`src/sv/bdot_detumble_coil_currents_unit_defines.svh`:
```
// Assertion macros shared by the detumble coil current block
`ifndef BDOT_DETUMBLE_COIL_CURRENTS_UNIT_DEFINES_SVH
`define BDOT_DETUMBLE_COIL_CURRENTS_UNIT_DEFINES_SVH

// Same-cycle implication, disabled in reset
`define BDCC_ASSERT_IMPLY(label, clk, rst, ante, cons, msg) \
   label: assert property (@(posedge clk) disable iff (rst) (ante) |-> (cons)) \
      else $error(msg);

// Next-cycle implication, disabled in reset
`define BDCC_ASSERT_NEXT(label, clk, rst, ante, cons, msg) \
   label: assert property (@(posedge clk) disable iff (rst) (ante) |=> (cons)) \
      else $error(msg);

`endif

```
`src/sv/bdcc_pkg.sv`:
```
// Package: payload types, control bundle and fixed widths of the detumble block
`timescale 1ns / 1ps

package bdcc_pkg;

   localparam int SAMPLE_BITS = 24;
   localparam int ALPHA_BITS  = 15;
   localparam int ALPHA_W     = ALPHA_BITS + 1;
   localparam int GAIN_W      = 32;
   localparam int CUR_W       = 32;
   localparam int DIFF_W      = SAMPLE_BITS + 1;
   localparam int PRODA_W     = ALPHA_W + 1 + DIFF_W;
   localparam int BLEND_W     = DIFF_W + ALPHA_BITS + 1;
   localparam int MAG_W       = BLEND_W - 1;
   localparam int SPLIT_W     = MAG_W / 2;
   localparam int PP_W        = GAIN_W + MAG_W - SPLIT_W;
   localparam int PROD_W      = GAIN_W + MAG_W;
   localparam int DIV_W       = SAMPLE_BITS + ALPHA_BITS;
   localparam int QUO_BITS    = CUR_W - 1;
   localparam int CSR_IDX_W   = 1;

   localparam logic [ALPHA_W-1:0] ALPHA_ONE = ALPHA_W'(1) << ALPHA_BITS;
   localparam logic [CUR_W-1:0]   CUR_MAX   = {1'b0, {(CUR_W-1){1'b1}}};
   localparam logic [CUR_W-1:0]   CUR_MIN   = {1'b1, {(CUR_W-1){1'b0}}};

   localparam logic [CSR_IDX_W-1:0] CSR_FILTER_ALPHA = 1'd0;
   localparam logic [CSR_IDX_W-1:0] CSR_COIL_GAIN    = 1'd1;

   typedef struct packed {
      logic signed [SAMPLE_BITS-1:0] field_x;
      logic signed [SAMPLE_BITS-1:0] field_y;
      logic signed [SAMPLE_BITS-1:0] field_z;
      logic signed [SAMPLE_BITS-1:0] last_field_x;
      logic signed [SAMPLE_BITS-1:0] last_field_y;
      logic signed [SAMPLE_BITS-1:0] last_field_z;
      logic        [SAMPLE_BITS-1:0] field_norm;
   } bdcc_req_type;

   typedef struct packed {
      logic signed [CUR_W-1:0] coil_current_x;
      logic signed [CUR_W-1:0] coil_current_y;
      logic signed [CUR_W-1:0] coil_current_z;
      logic                    norm_zero;
   } bdcc_rsp_type;

   // One strobe per lane phase; at most one is high in a cycle
   typedef struct packed {
      logic load;
      logic mul;
      logic sum;
      logic mag;
      logic plo;
      logic phi;
      logic add;
      logic chk;
      logic step;
   } bdcc_ctl_type;

endpackage

```
`src/sv/bdcc_merge.sv`:
```
// Merge stage: gather the three lane currents and the zero-norm flag into the result register
`timescale 1ns / 1ps

module bdcc_merge (
   input  logic                                 clock,
   input  logic                                 reset,
   input  logic                                 load,
   input  logic signed [bdcc_pkg::CUR_W-1:0]    cur_x,
   input  logic signed [bdcc_pkg::CUR_W-1:0]    cur_y,
   input  logic signed [bdcc_pkg::CUR_W-1:0]    cur_z,
   input  logic                                 norm_zero,
   output logic                                 free,
   output logic                                 rsp_valid,
   input  logic                                 rsp_stall,
   output bdcc_pkg::bdcc_rsp_type               rsp_data
);

   logic                    valid_ff;
   logic                    valid_in;
   bdcc_pkg::bdcc_rsp_type  data_ff;

   assign free      = !valid_ff || !rsp_stall;
   assign valid_in  = load || (valid_ff && rsp_stall);
   assign rsp_valid = valid_ff;
   assign rsp_data  = data_ff;

   always_ff @(posedge clock) begin
      if (reset) begin
         valid_ff <= 1'b0;
      end else begin
         valid_ff <= valid_in;
      end
   end

   // Zero norm forces all currents to zero
   always_ff @(posedge clock) begin
      if (load) begin
         data_ff.coil_current_x <= norm_zero ? '0 : cur_x;
         data_ff.coil_current_y <= norm_zero ? '0 : cur_y;
         data_ff.coil_current_z <= norm_zero ? '0 : cur_z;
         data_ff.norm_zero      <= norm_zero;
      end
   end

endmodule

```
`config.mk`:
```
export PLATFORM = sky130hd
export DESIGN_NAME = bdcc_merge
export DESIGN_NICKNAME = d
export VERILOG_FILES = /design/src/sv/bdot_detumble_coil_currents_unit_defines.svh /design/src/sv/bdcc_pkg.sv /design/src/sv/bdcc_merge.sv
export SDC_FILE = /design/constraint.sdc
export NUM_CORES = 1
export LEC_CHECK = 0
export BUFFER_PORTS_ARGS = -buffer_cell sky130_fd_sc_hd__buf_2
export CORE_MARGIN = 4
export CORE_UTILIZATION = 44
export DETAILED_ROUTE_END_ITERATION = 16
export PLACE_DENSITY = 0.88
export SYNTH_ARGS = -nofsm -noshare
export SYNTH_HDL_FRONTEND = slang
export SYNTH_SLANG_ARGS = --single-unit
```
`constraint.sdc`:
```
create_clock -name clock -period 0.8 [get_ports clock]
set_input_delay 0 -clock clock [delete_from_list [all_inputs] [get_ports clock]]
set_output_delay 0 -clock clock [all_outputs]
set_load 0.02 [all_outputs]
```
# Yosys cells after proc, flatten, opt, wreduce, memory -nomap -nowiden
# Index checks and enable logic that the tools add are counted.
[word_totals]
register_bits = 98
romBits = 0
ram_bits = 0
word_cells = 10
latchBits = 0
memories = 0
[classes]
div_mod_pow = 0
mul = 0
bitwise_logic = 0
n_addsub = 0
reduce_logical = 5
n_eq_ne = 0
n_mux = 0
n_lt_le_gt_ge = 0
shift = 0
[ops]
columns = ["op", "n"]
rows = [
  ["1-bit zero test", 2],
  ["1-bit logical OR", 2],
  ["1-bit logical AND", 1],
]

# Longest topological paths before layout
# Gate-level depths: netlist of the first run.
[logic_depth]
ltp_word = 2
depth_mapped = 3
mapped_depth_nobuf = 2

# Worst setup path before layout of the first run
# No wires, ideal clock.
[synth_path]
path_type = "register -> register"
from = "register valid_ff, in the netlist rsp_valid"
to = "register valid_ff, in the netlist rsp_valid"
path_stages_with_launch = 3
required_ns = 0.686
period_less_slack_ns = 0.670
path_buffers = 0
t_arrival_ns = 0.556
setup_ns = 0.114
slack_ns = 0.130
path_cell_list = "dfxtp_1 a21oi_1 nor2_1"
[synth_between]
elab_chain_cells = 2
[synth_lines]
columns = ["element", "line", "source"]
rows = [
  ["start, declared", "bdcc_merge.sv:18", "logic valid_ff;"],
  ["start signal, assigned", "bdcc_merge.sv:31", "valid_ff <= valid_in;"],
  ["1-bit logical AND", "bdcc_merge.sv:23", "assign valid_in = load || (valid_ff && rsp_stall);"],
  ["1-bit logical OR", "bdcc_merge.sv:23", ""],
]
# No other way between the ends.
# A chain may end at the register's enable or synchronous reset.

# Worst setup path in the final report of the first run
[layout_path]
from = "register data_ff (netlist bit rsp_data[1])"
to = "output port rsp_data[1] (netlist name)"
[layout_lines]
columns = ["element", "line", "source"]
rows = [
  ["start, declared", "bdcc_merge.sv:20", "bdcc_pkg::bdcc_rsp_type data_ff;"],
  ["end, declared", "bdcc_merge.sv:15", "output bdcc_pkg::bdcc_rsp_type rsp_data"],
]
# No word-level cell between the ends.

==> results.json, run 1 <==
{
  "outcome": "complete, but fails checks",
  "failed_checks": "negative setup slack",
  "rows": 32,
  "die_w_microns": 98.7,
  "wl_per_cell_microns": 17.9,
  "place_congestion": 0.795,
  "fill_cells": 394,
  "first_pass_iters": 4,
  "crit_required_ns": 0.80,
  "avgViaCountPerCell": 4.62,
  "critical_path_arrival_ns": 0.93,
  "yosys.area.top_type_share": 0.804,
  "area_growth_pct": 76.5,
  "die_y_microns": 98.7,
  "hp-class": "input port to flip-flop",
  "critPathKind": "flip-flop to output pin",
  "grt_max_degree": 46,
  "stdcell_area_sq_mm": 0.00639,
  "worstPathMaxFanout": 1,
  "crit_path_end_kind": "output pin",
  "drt_iter0_drc": 97,
  "portBuffers": 199,
  "relSlewSlack": 0.869,
  "path_clk_slew_ns": 0.09,
  "crit_path_cell_trace": "buf_6",
  "synthArstFlopShare": 0,
  "cp_slowest_cell": "edfxtp_1",
  "p_total_mw": 11.6,
  "nets": 615,
  "cpLargestDelayFamily": "flip-flops",
  "syn_area_sq_mm": 0.00362,
  "syn-instance-count": 207,
  "grt_setup_unrepaired": "true",
  "post-route-min-period_ns": 0.929,
  "h-tree-depth": 3,
  "hold_viol": 0,
  "cpPeakStageDelay_ns": 0.43,
  "yosysTopAreaCell": "edfxtp_1",
  "num_vias": 2875,
  "final_layout_size_suffix_gt1_frac": 0.430,
  "ios": 200,
  "die_area_sq_mm": 0.00975,
  "synth_fp_nets": 308,
  "synth_most_common_cell": "edfxtp_1",
  "cts_root_buf": "clkbuf_8",
  "wl_microns": 11100,
  "setup_slack_ns": -0.129,
  "ant_nets": 0,
  "setup_viol": 99,
  "post_cts_buffers": 0,
  "grt_usage": 0.224,
  "placed_cell_area_sq_mm": 0.00479,
  "synth_edf_count": 97,
  "synth_seq_area_share": 0.809,
  "start_util": 0.462,
  "ys_ff_latch": 98,
  "cellLeakagePower_nw": 2.64,
  "irDropWorstVdd_mv": 1.04,
  "synth.distinct_cells": 9,
  "start_kind": "flip-flop",
  "power_density_mw_per_mm2": 1820,
  "syn_avg_cell_area_sq_um": 17.5,
  "grt_pass1_vias": 3155,
  "synth_warnings": 0,
  "antenna_found_initial": 1,
  "tightest_slew_ns": 0.196,
  "synth_common_cells": "97 x edfxtp_1, 96 x nor2b_1, 5 x buf_2, 4 x buf_6",
  "finalMaxSlewViolations": 0,
  "clk_latency_ns": 0.34,
  "fin_worst_skew_ns": 0,
  "cts_tree": "done",
  "dp_hpwl_microns": 6130,
  "crit_buf_inv": 1,
  "finalCritPeriodShare": 1.16,
  "clk_path_buf_depth": 2,
  "cts_made_buffers": 9,
  "synth-main-ff-cell": "edfxtp_1",
  "yosys-top-cells-area": "edfxtp_1 80%, nor2b_1 17%, buf_6 1.2%, buf_2 0.69%, dfxtp_1 0.55%",
  "core_area_sq_mm": 0.00785,
  "maxCapViolCount": 0,
  "grt_pass1_wl_microns": 16700,
  "timing.fmax_ghz": 1.08,
  "route.detailed.drc": 0,
  "fin_util": 0.815,
  "cts.sinks": 98,
  "gr-total-overflow": 0
}
[per-layer routing]
metal	global-route usage	wire length, microns	share of wire	vias up
li1	-	-	-	1331
met4	0.0746	221	0.020	0
met2	0.404	6010	0.54	166
met3	0.0743	1100	0.099	20
met1	0.246	3800	0.34	1358
met5	0	0	0	-
[layout by cell type (no fill, tap or decap)]
cell           Yosys  final
nor2b_1           96     96
buf_12             0      4
clkbuf_8           0      9
clkbuf_1           0      3
edfxtp_1          97     97
buf_4              1      7
diode_2            0      1
buf_6              4     68
nand2_2            0      1
bufinv_16          0      1
a21oi_1            1      1
dfxtp_4            0      1
buf_2              5    129
dlygate4sd3_1      0     98
clkinvlp_4         0      3
nor2_1             1      1
[worst paths after layout]
path,slack [ns],cells past startpoint,to,from
worst max-delay path,-0.13,1,rsp_data[1],rsp_data[1]$_SDFFCE_PP0P_
worst min-delay path,0.01,2,rsp_data[51]$_SDFFCE_PP0P_,cur_y[18]
worst max register to register,0.10,2,rsp_valid$_SDFF_PP0_,rsp_valid$_SDFF_PP0_
worst min register to register,0.58,2,rsp_valid$_SDFF_PP0_,rsp_valid$_SDFF_PP0_
[report_power, final]
part	leakage, nW	internal, mW	switching (mW)	total (mW)
registers	0.944	6.09	0.179	6.27
clock network	0.0828	1.45	1.61	3.06
logic	1.61	1.23	1.09	2.31
[sequential cells by signal, summed over array words and instances (netlist names)]
name,count
rsp_data,97
rsp_valid,1
[final cells by class]
class,instances,area [sq um],area share
repair buffers,306,2520,0.395
well taps,102,128,0.0200
flip-flops and latches,98,2940,0.459
diodes,1,2.50,0.000391
clock buffers,12,135,0.0211
multi-input cells,99,616,0.0963
clock inverters,4,52.6,0.00822
[stage by stage]
step / worst slack (ns) / instances / TNS [ns] / hold slack, ns
CTS: -0.158 / 621 / -9.97 / 0.0125
floorplan: 0.130 / 207 / 0 / 0.0724
detailed placement: 0.0728 / 507 / 0 / 0.166
global route: -0.174 / 622 / -13.05 / 0.0356
global placement: 0.0931 / 507 / 0 / 0.156
finish: -0.129 / 622 / -8.33 / 0.0148
[what timing repair did]
| item | in CTS | in global routing |
|---|---|---|
| endpoints found under the setup margin | 99 | 99 |
| hold endpoints to repair | 97 | 0 |
| pin swaps | 1 | 0 |
| hold buffers | 98 | 0 |
| resized for setup | 66 | 74 |
[kinds of logic (layout without fill, tap and decap cells)]
kind of cell / count (synthesis) / after routing / share of synthesized area
other cells: 0 / 1 / 0
simple gates: 98 / 98 / 0.168
compound gates: 1 / 1 / 0.00138
flops: 98 / 98 / 0.809
buf+inv: 10 / 322 / 0.0214
(Power assumes the default switching activity.)
==> run 2: changes to the inputs <==
--- a/config.mk
+++ b/config.mk
@@ -5,11 +5,12 @@
 export SDC_FILE = /design/constraint.sdc
 export NUM_CORES = 1
 export LEC_CHECK = 0
-export BUFFER_PORTS_ARGS = -buffer_cell sky130_fd_sc_hd__buf_2
-export CORE_MARGIN = 4
+export BUFFER_PORTS_ARGS = -buffer_cell sky130_fd_sc_hd__clkbuf_2
+export CORE_MARGIN = 8
 export CORE_UTILIZATION = 44
 export DETAILED_ROUTE_END_ITERATION = 16
 export PLACE_DENSITY = 0.88
+export SKIP_CTS_REPAIR_TIMING = 1
 export SYNTH_ARGS = -nofsm -noshare
 export SYNTH_HDL_FRONTEND = slang
 export SYNTH_SLANG_ARGS = --single-unit
==> run 2 against run 1 <==
  * Clock skew is the same
  * Sequential power about the same
  * Worst hold slack got worse by 0.039 ns
  * The run ends with negative hold slack, negative setup slack left
  * Clock power grew 9.5%
  * Routed wire length fell by 1.3%
  * Via count decreased by 5.0%
  * Largest cell class unchanged
  * Fmax decreased by 0.72%
  * Utilization fell by 3.6 points
==> results.json, run 2 (synthesized netlist as in run 1, its figures left out) <==
{
  "worstPathMaxFanout": 3,
  "timing.hold.ws_ns": -0.0245,
  "power_density_mw_per_mm2": 1890,
  "die_area_sq_mm": 0.0114,
  "rows": 33,
  "num_vias": 2732,
  "grt_max_degree": 51,
  "cellLeakagePower_nw": 2.62,
  "cpLargestDelayFamily": "flip-flops",
  "post-route-min-period_ns": 0.936,
  "dp_cells": 505,
  "cts_tree": "done",
  "crit_required_ns": 0.80,
  "critPathKind": "flip-flop to output pin",
  "clk_path_buf_depth": 2,
  "setup_viol": 99,
  "p_sw_frac": 0.239,
  "cts_made_buffers": 9,
  "ios": 200,
  "die_w_microns": 107,
  "grt_pass1_wl_microns": 12700,
  "fin_worst_skew_ns": 0,
  "antenna_found_initial": 0,
  "p_comb_frac": 0.192,
  "diodes": 0,
  "final_cell_mix": "99 x clkbuf_2, 97 x edfxtp_1, 96 x nor2b_1",
  "ant_nets": 0,
  "use_met2": 0.247,
  "p_int_mw": 9.07,
  "irDropWorstVdd_mv": 1.02,
  "largest_register_ffs": 97,
  "wl_microns": 11000,
  "hold_viol": 9,
  "cpPeakStageDelay_ns": 0.36,
  "portBuffers": 199,
  "crit_path_cell_trace": "nand2_1 > buf_2",
  "placed_cell_area_sq_mm": 0.00476,
  "clk_latency_ns": 0.34,
  "path_depth": 2,
  "grt_setup_unrepaired": "true",
  "clkPwrFrac": 0.281,
  "crit_path_end_kind": "output pin",
  "fin_util": 0.779,
  "gr-total-overflow": 0,
  "start_kind": "flip-flop",
  "stdcell_area_sq_mm": 0.00630,
  "avgViaCountPerCell": 4.52,
  "final_common_cell": "clkbuf_2",
  "met3_usage": 0.0762,
  "reg2regPathDepth": 2,
  "crit_buf_inv": 1,
  "cts.sinks": 98,
  "nets": 596,
  "grt_use_met1": 0.147,
  "setup_slack_ns": -0.136,
  "area_growth_pct": 73.9,
  "switching_power_mw": 2.85,
  "finalCritPeriodShare": 1.17,
  "timing.fmax_ghz": 1.07,
  "place_congestion": 0.711,
  "gr-max-usage-layer": "met2",
  "p_total_mw": 11.9,
  "finalMaxSlewViolations": 0,
  "tightest_slew_ns": 0.273,
  "path_clk_slew_ns": 0.09,
  "start_util": 0.448,
  "fin_cells": 605,
  "critical_path_arrival_ns": 0.94,
  "dp_hpwl_microns": 6660,
  "core_area_sq_mm": 0.00809,
  "min_path_cells": 2,
  "maxCapViolCount": 0,
  "grt_pass1_vias": 2463,
  "failed_checks": "negative hold slack, negative setup slack",
  "h-tree-depth": 3,
  "hp-class": "input port to flip-flop",
  "outcome": "complete, but fails checks",
  "grt_usage": 0.145,
  "seqPwrFrac": 0.527,
  "final_layout_size_suffix_gt1_frac": 0.436,
  "drt_iter0_drc": 141,
  "first_pass_iters": 4,
  "die_y_microns": 107,
  "relSlewSlack": 0.818,
  "cp_slowest_cell": "dfxtp_2",
  "cts_root_buf": "clkbuf_8",
  "route.detailed.drc": 0,
  "wl_per_cell_microns": 18.2
}
-- run 2: layout make-up --
cell class,count,area (sq um)
clock inverter,5,80.1
timing repair buffer,287,2410
tap,105,131
clock buffer,11,131
sequential,98,2930
multi-input combinational,99,613
fill,455,1790
-- run 2: worst paths after layout --
| check | startpoint | to | slack (ns) |
|---|---|---|---|
| hold / removal | cur_z[17] | rsp_data[18]$_SDFFCE_PP0P_ | -0.02 |
| setup / recovery | rsp_valid$_SDFF_PP0_ | free | -0.14 |
| setup reg to reg | rsp_valid$_SDFF_PP0_ | rsp_valid$_SDFF_PP0_ | 0.12 |
| hold reg to reg | rsp_valid$_SDFF_PP0_ | rsp_valid$_SDFF_PP0_ | 0.56 |
-- run 2: through the flow --
| step | setup WS, ns | setup TNS (ns) |
|---|---|---|
| finish | -0.136 | -8.22 |
| global route | -0.180 | -11.92 |
| CTS | -0.158 | -10.61 |
| detailed placement | 0.0655 | 0 |
| global placement | 0.0903 | 0 |
| floorplan | 0.130 | 0 |
-- run 2: power by group through the flow --
| stage | sequential (mW) | combinational [mW] | clock (mW) |
|---|---|---|---|
| 2_1_floorplan | 6.84 | 0.249 | 0 |
| 3_3_place_gp | 6.30 | 1.54 | 0 |
| 3_5_place_dp | 6.32 | 1.57 | 0 |
| 4_1_cts | 6.21 | 1.57 | 3.43 |
| 5_1_grt | 6.32 | 2.41 | 3.60 |
| 6_report | 6.28 | 2.28 | 3.35 |
-- run 2: routing by layer --
metal / up-vias / share of wire
met3: 9 / 0.10
met2: 127 / 0.56
met4: 0 / 0.012
met5: - / 0
li1: 1293 / -
met1: 1303 / 0.33
